$ cat src/cd_pkg.sv
// Package for the circular deque: word and count widths, action codes,
// control states. No dependencies.
`timescale 1ns / 1ps
`default_nettype none
package cd_pkg;

  localparam int WORD_W    = 32;
  localparam int CNT_W     = 5;
  localparam int ACT_W     = 3;
  localparam int DEPTH_DEF = 16;

  typedef enum logic [ACT_W-1:0] {
    ACT_PUSH_FRONT = 3'd0,
    ACT_PUSH_REAR  = 3'd1,
    ACT_POP_FRONT  = 3'd2,
    ACT_POP_REAR   = 3'd3,
    ACT_NOP        = 3'd4
  } action_t;

  typedef enum logic {
    ST_IDLE,
    ST_READ
  } state_t;

endpackage
`default_nettype wire

$ cat src/cd_if.sv
// Request and response channel interfaces of the circular deque.
// Depends on cd_pkg.
`timescale 1ns / 1ps
`default_nettype none
interface cd_req_if;
  logic                      valid;
  logic                      ready;
  logic [cd_pkg::ACT_W-1:0]  action;
  logic signed [cd_pkg::WORD_W-1:0] value;

  modport source (output valid, output action, output value, input ready);
  modport sink   (input valid, input action, input value, output ready);
endinterface

interface cd_rsp_if;
  logic                      valid;
  logic                      ready;
  logic                      ok;
  logic signed [cd_pkg::WORD_W-1:0] front_value;
  logic signed [cd_pkg::WORD_W-1:0] rear_value;
  logic                      is_empty;
  logic                      is_full;
  logic [cd_pkg::CNT_W-1:0]  count;

  modport source (output valid, output ok, output front_value, output rear_value,
                  output is_empty, output is_full, output count, input ready);
  modport sink   (input valid, input ok, input front_value, input rear_value,
                  input is_empty, input is_full, input count, output ready);
endinterface
`default_nettype wire

$ cat src/cd_ring_mem.sv
// Ring storage of the deque: one write port, one registered read port.
// Depends on cd_pkg.
`timescale 1ns / 1ps
`default_nettype none
module cd_ring_mem #(
  parameter int DEPTH = cd_pkg::DEPTH_DEF
) (
  input  wire logic                        clk,
  input  wire logic                        wr_en,
  input  wire logic [$clog2(DEPTH)-1:0]    wr_addr,
  input  wire logic [cd_pkg::WORD_W-1:0]   wr_data,
  input  wire logic                        rd_en,
  input  wire logic [$clog2(DEPTH)-1:0]    rd_addr,
  output logic      [cd_pkg::WORD_W-1:0]   rd_data
);

  logic [cd_pkg::WORD_W-1:0] mem [DEPTH];

  always_ff @(posedge clk) begin
    if (wr_en) begin
      mem[wr_addr] <= wr_data;
    end
  end

  always_ff @(posedge clk) begin
    if (rd_en) begin
      rd_data <= mem[rd_addr];
    end
  end

endmodule
`default_nettype wire

$ cat src/circular_deque_unit.sv
// Circular deque top level: control, indexes, front/rear word cache, result register.
// Depends on cd_pkg, cd_if and cd_ring_mem.
`timescale 1ns / 1ps
`default_nettype none
// A double-ended queue of signed 32-bit words in a ring of DEPTH entries, of which
// the capacity register selects how many are used (saturated to 1..DEPTH, written
// only while empty; a write resets both indexes). Push, no-change, refused actions
// and the pop of the last word are answered from the idle state; a pop that leaves
// words behind goes through the read state, since the new front or rear word comes
// from the ring memory, whose read port is registered. The front and rear words are
// cached in registers, so no action needs more than one memory read. A new request
// is taken only while idle and the output register is empty or is drained in the same cycle.
module circular_deque_unit #(
  parameter int DEPTH = cd_pkg::DEPTH_DEF
) (
  input  wire logic                       clk,
  input  wire logic                       rst,
  input  wire logic                       cfg_wr_en,
  input  wire logic [cd_pkg::CNT_W-1:0]   cfg_wr_data,
  cd_req_if.sink                          req,
  cd_rsp_if.source                        rsp
);

  localparam int IDX_W = $clog2(DEPTH);
  localparam int CAP_W = $clog2(DEPTH + 1);
  localparam int CMP_W = ((IDX_W > CAP_W) ? IDX_W : CAP_W) + 1;
  localparam int CFG_W = ((CAP_W > cd_pkg::CNT_W) ? CAP_W : cd_pkg::CNT_W) + 1;
  localparam logic [CAP_W-1:0] CAP_RST = CAP_W'(DEPTH);

  cd_pkg::state_t state, state_next;

  logic [IDX_W-1:0]            head, head_next;
  logic [IDX_W-1:0]            tail, tail_next;
  logic [CAP_W-1:0]            held, held_next;
  logic [CAP_W-1:0]            cap;
  logic [cd_pkg::WORD_W-1:0]   front_q, front_next;
  logic [cd_pkg::WORD_W-1:0]   rear_q, rear_next;
  logic                        rd_front, rd_front_next;

  logic                        rsp_valid, rsp_valid_next;
  logic                        ok_r, ok_next;
  logic [cd_pkg::WORD_W-1:0]   front_r, front_r_next;
  logic [cd_pkg::WORD_W-1:0]   rear_r, rear_r_next;
  logic                        empty_r, empty_next;
  logic                        full_r, full_next;
  logic [CAP_W-1:0]            count_r, count_next;

  logic                        wr_en, rd_en;
  logic [IDX_W-1:0]            wr_addr, rd_addr;
  logic [cd_pkg::WORD_W-1:0]   rd_data;

  logic                        accept;
  logic [CFG_W-1:0]            cfg_ext;
  logic [CAP_W-1:0]            cap_sat;

  function automatic logic [IDX_W-1:0] step_back(input logic [IDX_W-1:0] idx,
                                                 input logic [CAP_W-1:0] c);
    logic [CMP_W-1:0] ie;
    logic [CMP_W-1:0] ce;
    ie = CMP_W'(idx);
    ce = CMP_W'(c);
    if (idx == '0 || ie >= ce) begin
      return IDX_W'(ce - CMP_W'(1));
    end
    return idx - IDX_W'(1);
  endfunction

  function automatic logic [IDX_W-1:0] step_fwd(input logic [IDX_W-1:0] idx,
                                                input logic [CAP_W-1:0] c);
    logic [CMP_W-1:0] ie;
    ie = CMP_W'(idx) + CMP_W'(1);
    if (ie >= CMP_W'(c)) begin
      return '0;
    end
    return IDX_W'(ie);
  endfunction

  cd_ring_mem #(
    .DEPTH (DEPTH)
  ) u_mem (
    .clk     (clk),
    .wr_en   (wr_en),
    .wr_addr (wr_addr),
    .wr_data (req.value),
    .rd_en   (rd_en),
    .rd_addr (rd_addr),
    .rd_data (rd_data)
  );

  assign req.ready = (state == cd_pkg::ST_IDLE) && (!rsp_valid || rsp.ready);
  assign accept    = req.valid && req.ready;

  // capacity saturation to 1..DEPTH
  always_comb begin
    cfg_ext = CFG_W'(cfg_wr_data);
    if (cfg_wr_data == '0) begin
      cap_sat = CAP_W'(1);
    end else if (cfg_ext > CFG_W'(DEPTH)) begin
      cap_sat = CAP_RST;
    end else begin
      cap_sat = CAP_W'(cfg_wr_data);
    end
  end

  always_comb begin
    logic full;
    logic empty;
    logic [cd_pkg::ACT_W-1:0] act;
    full  = (held >= cap);
    empty = (held == '0);
    act   = req.action;

    state_next     = state;
    head_next      = head;
    tail_next      = tail;
    held_next      = held;
    front_next     = front_q;
    rear_next      = rear_q;
    rd_front_next  = rd_front;
    rsp_valid_next = rsp_valid && !rsp.ready;
    ok_next        = ok_r;
    front_r_next   = front_r;
    rear_r_next    = rear_r;
    empty_next     = empty_r;
    full_next      = full_r;
    count_next     = count_r;
    wr_en          = 1'b0;
    wr_addr        = '0;
    rd_en          = 1'b0;
    rd_addr        = '0;

    case (state)
      cd_pkg::ST_IDLE: begin
        if (accept) begin
          ok_next = 1'b0;
          case (act)
            cd_pkg::ACT_PUSH_FRONT, cd_pkg::ACT_PUSH_REAR: begin
              if (!full) begin
                ok_next = 1'b1;
                wr_en   = 1'b1;
                if (empty) begin
                  head_next  = '0;
                  tail_next  = '0;
                  wr_addr    = '0;
                  front_next = req.value;
                  rear_next  = req.value;
                end else if (act == cd_pkg::ACT_PUSH_FRONT) begin
                  head_next  = step_back(head, cap);
                  wr_addr    = head_next;
                  front_next = req.value;
                end else begin
                  tail_next  = step_fwd(tail, cap);
                  wr_addr    = tail_next;
                  rear_next  = req.value;
                end
                held_next = held + CAP_W'(1);
              end
            end
            cd_pkg::ACT_POP_FRONT, cd_pkg::ACT_POP_REAR: begin
              if (!empty) begin
                ok_next = 1'b1;
                if (held == CAP_W'(1)) begin
                  head_next = '0;
                  tail_next = '0;
                end else if (act == cd_pkg::ACT_POP_FRONT) begin
                  head_next     = step_fwd(head, cap);
                  rd_en         = 1'b1;
                  rd_addr       = head_next;
                  rd_front_next = 1'b1;
                end else begin
                  tail_next     = step_back(tail, cap);
                  rd_en         = 1'b1;
                  rd_addr       = tail_next;
                  rd_front_next = 1'b0;
                end
                held_next = held - CAP_W'(1);
              end
            end
            cd_pkg::ACT_NOP: begin
              ok_next = 1'b1;
            end
            default: begin
              ok_next = 1'b0;
            end
          endcase

          empty_next = (held_next == '0);
          full_next  = (held_next >= cap);
          count_next = held_next;
          if (rd_en) begin
            state_next = cd_pkg::ST_READ;
          end else begin
            rsp_valid_next = 1'b1;
            front_r_next   = (held_next == '0) ? '1 : front_next;
            rear_r_next    = (held_next == '0) ? '1 : rear_next;
          end
        end
      end
      cd_pkg::ST_READ: begin
        // output register is free here: it was free or drained at the request
        if (rd_front) begin
          front_next = rd_data;
        end else begin
          rear_next = rd_data;
        end
        front_r_next   = rd_front ? rd_data : front_q;
        rear_r_next    = rd_front ? rear_q : rd_data;
        rsp_valid_next = 1'b1;
        state_next     = cd_pkg::ST_IDLE;
      end
      default: begin
        state_next = cd_pkg::ST_IDLE;
      end
    endcase
  end

  always_ff @(posedge clk) begin
    if (rst) begin
      state     <= cd_pkg::ST_IDLE;
      head      <= '0;
      tail      <= '0;
      held      <= '0;
      cap       <= CAP_RST;
      rsp_valid <= 1'b0;
    end else begin
      state     <= state_next;
      held      <= held_next;
      rsp_valid <= rsp_valid_next;
      if (cfg_wr_en && held == '0) begin
        cap  <= cap_sat;
        head <= '0;
        tail <= '0;
      end else begin
        head <= head_next;
        tail <= tail_next;
      end
    end
  end

  always_ff @(posedge clk) begin
    front_q  <= front_next;
    rear_q   <= rear_next;
    rd_front <= rd_front_next;
    ok_r     <= ok_next;
    front_r  <= front_r_next;
    rear_r   <= rear_r_next;
    empty_r  <= empty_next;
    full_r   <= full_next;
    count_r  <= count_next;
  end

  assign rsp.valid       = rsp_valid;
  assign rsp.ok          = ok_r;
  assign rsp.front_value = front_r;
  assign rsp.rear_value  = rear_r;
  assign rsp.is_empty    = empty_r;
  assign rsp.is_full     = full_r;
  assign rsp.count       = cd_pkg::CNT_W'(count_r);

endmodule
`default_nettype wire

$ cat src/flat_wrapper.sv
// flat-port wrapper written by rule: the top's interface ports become plain ports
module circular_deque_unit_flat 
#(
  parameter int DEPTH = cd_pkg::DEPTH_DEF
)
  (clk, rst, cfg_wr_en, cfg_wr_data, req_valid, req_action, req_value, req_ready, rsp_valid, rsp_ok, rsp_front_value, rsp_rear_value, rsp_is_empty, rsp_is_full, rsp_count, rsp_ready);
  cd_req_if req_i ();
  cd_rsp_if rsp_i ();
  input  wire logic clk;
  input  wire logic rst;
  input  wire logic cfg_wr_en;
  input  wire logic [cd_pkg::CNT_W-1:0] cfg_wr_data;
  input wire logic [$bits(req_i.valid)-1:0] req_valid;
  input wire logic [$bits(req_i.action)-1:0] req_action;
  input wire logic [$bits(req_i.value)-1:0] req_value;
  output wire logic [$bits(req_i.ready)-1:0] req_ready;
  output wire logic [$bits(rsp_i.valid)-1:0] rsp_valid;
  output wire logic [$bits(rsp_i.ok)-1:0] rsp_ok;
  output wire logic [$bits(rsp_i.front_value)-1:0] rsp_front_value;
  output wire logic [$bits(rsp_i.rear_value)-1:0] rsp_rear_value;
  output wire logic [$bits(rsp_i.is_empty)-1:0] rsp_is_empty;
  output wire logic [$bits(rsp_i.is_full)-1:0] rsp_is_full;
  output wire logic [$bits(rsp_i.count)-1:0] rsp_count;
  input wire logic [$bits(rsp_i.ready)-1:0] rsp_ready;
  assign req_i.valid = req_valid;
  assign req_i.action = req_action;
  assign req_i.value = req_value;
  assign req_ready = req_i.ready;
  assign rsp_valid = rsp_i.valid;
  assign rsp_ok = rsp_i.ok;
  assign rsp_front_value = rsp_i.front_value;
  assign rsp_rear_value = rsp_i.rear_value;
  assign rsp_is_empty = rsp_i.is_empty;
  assign rsp_is_full = rsp_i.is_full;
  assign rsp_count = rsp_i.count;
  assign rsp_i.ready = rsp_ready;
  circular_deque_unit #(.DEPTH(DEPTH)) u_core (.clk(clk), .rst(rst), .cfg_wr_en(cfg_wr_en), .cfg_wr_data(cfg_wr_data), .req(req_i), .rsp(rsp_i));
endmodule
$ cat config.mk
export PLATFORM = sky130hd
export DESIGN_NAME = circular_deque_unit_flat
export DESIGN_NICKNAME = d
export VERILOG_FILES = /design/src/cd_pkg.sv /design/src/cd_if.sv /design/src/cd_ring_mem.sv /design/src/circular_deque_unit.sv /design/src/flat_wrapper.sv
export SDC_FILE = /design/constraint.sdc
export NUM_CORES = 1
export LEC_CHECK = 0
export ABC_AREA = 0
export BUFFER_PORTS_ARGS = -buffer_cell sky130_fd_sc_hd__buf_2
export CORE_AREA = 2 2 315 224
export DETAILED_ROUTE_END_ITERATION = 8
export DIE_AREA = 0 0 317 226
export PLACE_DENSITY = 0.68
export SYNTH_ARGS = -nofsm -noshare
export SYNTH_HDL_FRONTEND = slang
export SYNTH_SLANG_ARGS = --single-unit
export TNS_END_PERCENT = 10
$ cat constraint.sdc
create_clock -name clk -period 4.6 [get_ports clk]
set_clock_uncertainty 0.05 [all_clocks]
set_input_delay 0 -clock clk [delete_from_list [all_inputs] [get_ports clk]]
set_output_delay 0 -clock clk [all_outputs]
set_load 0.05 [all_outputs]
* Yosys cells after proc, flatten, opt, wreduce, memory -nomap -nowiden *
Memories as Yosys holds them, arrays and structs flattened. A register that Yosys moved wholly into a read port is not among the register bits.
Index checks and enable logic that the tools add are counted.

operators by class
  $lt $le $gt $ge = 7
  equal/unequal tests = 13
  bitwise gates (word level) = 3
  multiplexer cells = 113
  reductions and logical operators = 24
  $add $sub $neg = 7

operators by type and width
  cell                                                    number
  2-to-1 mux 32 bit                                       18
  one-hot mux 32 bit (2 select lines)                     4
  2-to-1 mux 4 bit                                        32
  2-to-1 mux 1 bit                                        47
  2-to-1 mux 5 bit                                        6
  >= comparator 5 bit                                     4
  one-hot mux 4 bit (2 select lines)                      2
  zero test 5 bit                                         3
  AND reduction 7 bit                                     2
  subtractor 4 x 1 -> 4 bit (second input constant)       3
  adder 4 x 1 -> 5 bit (second input constant)            2
  >= comparator 4 x 5 -> 1 bit                            2
  one-hot mux 5 bit (2 select lines)                      1
  zero test 4 bit                                         2
  equality test 3 x 2 -> 1 bit (second input constant)    2
  inequality test 2 bit (second input constant)           3
  inequality test 3 x 1 -> 1 bit (second input constant)  2
  inequality test 3 x 2 -> 1 bit (second input constant)  2
  OR reduction 2 bit                                      3
  adder 5 x 1 -> 5 bit (second input constant)            1
  equality test 5 x 1 -> 1 bit (second input constant)    1
  greater-than comparator 5 bit (second input constant)   1
  AND reduction 5 bit                                     1
  subtractor 5 x 1 -> 5 bit (second input constant)       1
  12 further kinds                                        22

word-level totals
  register bits = 157
  memories = 1
  input port bits = 45
  output and inout bits = 74
  memory bits (writable) = 512
  logic and storage cells = 183

memories
  memory            depth  bits a word  read ports  clocked after memory_dff  write ports  RTL line           source
  u_core.u_mem.mem  16     32           1           1                         1            cd_ring_mem.sv:17  logic [cd_pkg::WORD_W-1:0] mem [DEPTH];

* Logic depth before layout (Yosys ltp) *
  word-level depth = 16
  mapped depth = 15
  mapped depth without buffers = 15

* Hierarchy *
From an unflattened synthesis, not the netlist that was laid out.

unflattened totals
  cell total of the unflattened synthesis = 1,658
  area, all modules = 29,729.8 um^2

by module, submodules not included
  module               seq. area each (um^2)  cells an instance  instances  area an instance (um^2)
  cd_ring_mem          16,335.7               838                1          20,174.3
  circular_deque_unit  4,514.3                820                1          9,555.4

* Worst setup path after synthesis *
Ideal clock, no wire load.

  path type = reg-to-reg
  start = reg u_core.held[0]
  end = reg u_core.front_r (netlist bit u_core.rsp.front_value[0]) (enable)
  period minus slack after synthesis = 4,933 ps
  buffers on the path = 1
  data required time = 4,051 ps
  setup time = 499 ps
  slack = -333 ps
  arrival time = 4,384 ps
  cell stages (with the launch flop) = 7
  cells stage by stage = dfxtp_1 > inv_1 > ha_1 > nor4b_2 > clkbuf_1 > nor2_1 > o21bai_1

on the way
  word-level cells in the longest chain between the ends = 8
  elaborated cells between the ends (all ways) = 9
  those cells by class = eq/ne: 2; mux: 5; reduce/logical: 2

ends and longest elaborated chain
  element                                   RTL line                    source
  start, declared                           circular_deque_unit.sv:34   logic [CAP_W-1:0] held, held_next;
  start signal, assigned                    circular_deque_unit.sv:227  held <= held_next;
  equality test 5 x 1 -> 1 bit              circular_deque_unit.sv:162  if (held == CAP_W'(1)) begin
  2-to-1 mux 1 bit                          circular_deque_unit.sv:162
  2-to-1 mux 1 bit *                        circular_deque_unit.sv:160  if (!empty) begin
  2-to-1 mux 1 bit *                        circular_deque_unit.sv:136  case (act)
  2-to-1 mux 1 bit *                        circular_deque_unit.sv:134  if (accept) begin
  2-to-1 mux 1 bit *                        circular_deque_unit.sv:132  case (state)
  inequality test 2 bit (no source line) *  n/a
  AND reduction 2 bit (no source line) *    n/a
  end signal, assigned                      circular_deque_unit.sv:245  front_r <= front_r_next;
  end, declared                             circular_deque_unit.sv:42   logic [cd_pkg::WORD_W-1:0] front_r, front_r_next;

Mark *: on every way between the ends. The rest lies on a longest branch, timed or not. The select of a mux whose other input is x is not followed.
A chain may end at the register's enable or synchronous reset.

* Worst setup path in the final report *
  start = reg u_core.head[0]
  end = reg u_core.u_mem.rd_data[23] in the netlist's numbering, read port of u_core.u_mem.mem (data pin)

on the way
  word-level cells in the longest chain between the ends = 16

ends and longest elaborated chain
  element                 RTL line                    source
  start, declared         circular_deque_unit.sv:32   logic [IDX_W-1:0] head, head_next;
  start signal, assigned  circular_deque_unit.sv:234  head <= head_next;
  adder 4 x 1 -> 5 bit *  circular_deque_unit.sv:71   ie = CMP_W'(idx) + CMP_W'(1);
  >= comparator 5 bit     circular_deque_unit.sv:72   if (ie >= CMP_W'(c)) begin
  2-to-1 mux 1 bit        circular_deque_unit.sv:72
  2-to-1 mux 1 bit        circular_deque_unit.sv:165  end else if (act == cd_pkg::ACT_POP_FRONT) begin
  2-to-1 mux 1 bit        circular_deque_unit.sv:162
  2-to-1 mux 1 bit        circular_deque_unit.sv:160
  2-to-1 mux 1 bit        circular_deque_unit.sv:136
  2-to-1 mux 1 bit        circular_deque_unit.sv:134
  2-to-1 mux 1 bit        circular_deque_unit.sv:132
  2-to-1 mux 4 bit *      circular_deque_unit.sv:75   return IDX_W'(ie);
  2-to-1 mux 4 bit *      circular_deque_unit.sv:165
  2-to-1 mux 4 bit *      circular_deque_unit.sv:162
  2-to-1 mux 4 bit *      circular_deque_unit.sv:160
  2-to-1 mux 4 bit *      circular_deque_unit.sv:136
  2-to-1 mux 4 bit *      circular_deque_unit.sv:134
  2-to-1 mux 4 bit *      circular_deque_unit.sv:132
  end, declared           cd_ring_mem.sv:14           output logic [cd_pkg::WORD_W-1:0] rd_data

Marked as above.

==> reports/qor.txt <==
Vias in the first global route = 18225
WP data required = 5.03 ns
Top post-synthesis cells by area = edfxtp_1 68%, mux2i_1 8.6%, a221oi_1 3.7%
Max H-tree Level = 3
Filler cells = 5601
Routed WL per cell = 25.29 um
Final WL = 80810 um
Levels on crit path = 12
Sw Share = 25.16%
CP startpoint = u_core.head[0]
Vias per cell = 5.985
Share of the synthesized area in the top cell type = 68.34%
Row Count = 81
Cell mode on critical path = a21oi_1
Clk slew on worst S/H paths = 0.06 ns
Worst-margin pin slew = 1.069 ns
Crit end category = register
Setup TNS = 0 ns
R2r setup slk = 0.19 ns
Fin crit share = 95.78%
Post-route insts no fill = 3195
Placer Congestion = 0.9067
Final net count = 2307
Bufs and invs on worst path = 1
Kind of critical path = register to register
Clk Latency, worst-skew pair = 0.61 ns
Leak pwr = 13.15 nW
# placed instances = 3018
Post-route ant nets = 0
Seq pwr share = 50.2%
P_sw = 0.003703 W
DR DRC count = 0
Die area = 0.07164 mm^2
Area Growth Syn to Fin = 16.81%
Comb pwr share = 11.7%
Yosys warning count = 0
Total of max-cap violations = 0
Hold Vio Cnt, Final = 0
Starting Density = 43.48%
Setup crit end = u_core.u_mem.rd_data[23]
Mapped Cells = 2031
GRT Util Overall = 22.29%
Initial antenna violation count = 4
TritonCTS clock tree = built
Status = finished clean
Mapped cell area = 0.02992 mm^2
Worst VDD drop = 0.0002035 V
Sequential area share after synthesis = 69.68%
Top cells by count, synth = 681 x edfxtp_1, 258 x mux2i_1, 153 x a21oi_1, 153 x nand2_1, 126 x a221oi_1
Final slew viol count = 0
Die Y = 226 um
Port bufs = 118
CTS buffer count = 72
Pre-antenna DRT Iters = 6
Slowest cell on the critical path = a221oi_1
First-pass GRT wire length = 118000 um
Critical path arrival = 4.84 ns
Cts hold-fix bufs = 46
Post-DP HPWL = 49860 um
Clock sink count = 701
Post-synth top area cell = edfxtp_1
RSZ-0062 raised after global routing = no
Post-route setup slack = 0.1942 ns
IO Pins = 119
Synth unique cells = 68
Finish-stage setup viols = 0
Flop and latch count out of synthesis = 701
Fmax = 227.0 MHz
Cells on worst reg2reg path = 12
Core box area = 0.06881 mm^2
CTS max path bufs = 3
CP top delay family = compound AO/OA/AOI/OAI gates
Dpl ws = 0.4311 ns
R2R Path Start = u_core.head[0]
Root Buffer = clkbuf_16
Top-count cell post-synth = edfxtp_1
Share of cells above drive strength 1 = 17.67%
Worst r2r dst = u_core.u_mem.rd_data[23]
Layout Utilization = 50.79%
Type of the worst min-delay path = input port to register
Gr ovfl total = 0
Syn Nets = 2113
Clock power frac = 38.1%
Final hold slack = 0.2714 ns
CP Launch Type = register
Relative slew slack = 28.76%
Prevailing post-synth register cell = edfxtp_1
Internal cell power = 0.01101 W
Synth Area per Inst = 14.73 um^2
Power per cell area = 421.1 mW/mm^2
Tmin final = 4.406 ns
Post-CTS setup buffers = 0
Worst-path fanout max = 43
Die X = 317 um
Largest net degree at the start of global routing = 73
Crit-path max cell delay = 0.89 ns
Post-cts sizing count = 0
Post-synth EDFFs = 681
Via count = 19121
Asr flop ratio synth = 0%
1st-iter DRT viols = 2495
Crit-path cells = ha_1 -> xor2_1 -> ha_1 -> a21oi_1 -> o21ai_0 -> a21oi_1 -> o211a_1 -> o21a_2 -> buf_12 -> a21oi_1 -> a221oi_1 -> or4_1
-- cells by family after synthesis --
kind of cell               share of synthesized area (%)
DFF                                                69.68
AOI/OAI and AO/OA                                  10.27
and+or+nand+nor                                    7.058
muxes                                              8.743
buffers and inverters                              2.350
adders and majority gates                          1.547
xor gates and xnor gates                          0.3512
-- worst min-delay path by stage --
stage	startpoint	to	slack, ns	cells after the start
after floorplan	req_value[0]	u_core.u_mem.mem[0][0]	0.05	0
after global placement	cfg_wr_en	u_core.cap[4]	0.24	2
after detailed placement	cfg_wr_en	u_core.cap[4]	0.23	2
after CTS	rst	u_core.held[0]	0.21	3
after global routing	rst	u_core.state	0.26	3
final	rst	u_core.cap[3]	0.27	3
-- worst reg2reg max path: stages, from the launching register on --
cell      delay [ns]
dfxtp_1         0.46
ha_1            0.30
xor2_1          0.26
ha_1            0.30
a21oi_1         0.19
o21ai_0         0.12
a21oi_1         0.24
o211a_1         0.34
o21a_2          0.43
buf_12          0.30
a21oi_1         0.16
a221oi_1        0.89
or4_1           0.24
-- layout by cell type (no fill, tap or decap), drive strengths merged, types with 6 or more instances in the layout --
cell	n
nor3	12
o21a	7
xor2	6
a221oi	126
a31oi	38
nor2	51
o211ai	15
inv	31
nand2b	12
dlygate4sd3	46
o21ai	29
buf	209
a21oi	153
nand2	154
ha	37
or2	66
dfxtp	20
o2111ai	7
a211oi	40
or4	32
nor2b	8
and2	36
clkbuf	85
mux2i	258
edfxtp	681
xnor2	6
clkinv	35
nand3	18
-- layer usage --
layer	wire length [um]	vias to the layer above	global-route usage (%)
met3	10380	118	8.659
met5	0	-	0
met4	1343	0	4.793
li1	-	8404	-
met1	36140	9601	33.85
met2	32950	998	29.80
-- stage by stage --
step / area, um^2 / total power, W
final: 34950 / 0.01472
after global routing: 34950 / 0.01518
after CTS: 34950 / 0.01477
after detailed placement: 32250 / 0.009186
after global placement: 32250 / 0.009153
after floorplan: 29930 / 0.008622
-- power by group through the flow --
stage / sequential (W) / combinational (W) / clock (W)
4_1_cts: 0.00739 / 0.00170 / 0.00568
3_5_place_dp: 0.00753 / 0.00166 / 0
2_1_floorplan: 0.00786 / 0.000760 / 0
6_report: 0.00739 / 0.00172 / 0.00561
3_3_place_gp: 0.00752 / 0.00164 / 0
5_1_grt: 0.00741 / 0.00185 / 0.00593
-- final cells by class --
cell class,count,area (um^2),area share (%)
Tap cell,913,1142,3.268
Clock buffer,85,1893,5.416
Multi-Input combinational cell,1167,8553,24.47
Clock inverter,45,344.1,0.9844
Antenna cell,1,2.502,0.007159
Inverter,28,105.1,0.3007
Timing Repair Buffer,255,2059,5.892
Sequential cell,701,20850,59.66
-- flip-flops by register name (all words and copies together) (netlist names) --
signal and flops:
u_core.u_mem.mem 512, u_core.front_q 32, u_core.rsp.count 5, u_core.state 1
u_core.u_mem.rd_data 32, u_core.rear_q 32, u_core.rsp.is_full 1, u_core.rsp.front_value 32
u_core.cap 5, u_core.tail 4, u_core.rd_front 1, u_core.held 5
u_core.rsp.ok 1, u_core.rsp.is_empty 1, u_core.head 4, u_core.rsp.rear_value 32
u_core.rsp.valid 1
No activity file was read; power rests on OpenSTA's default activity.
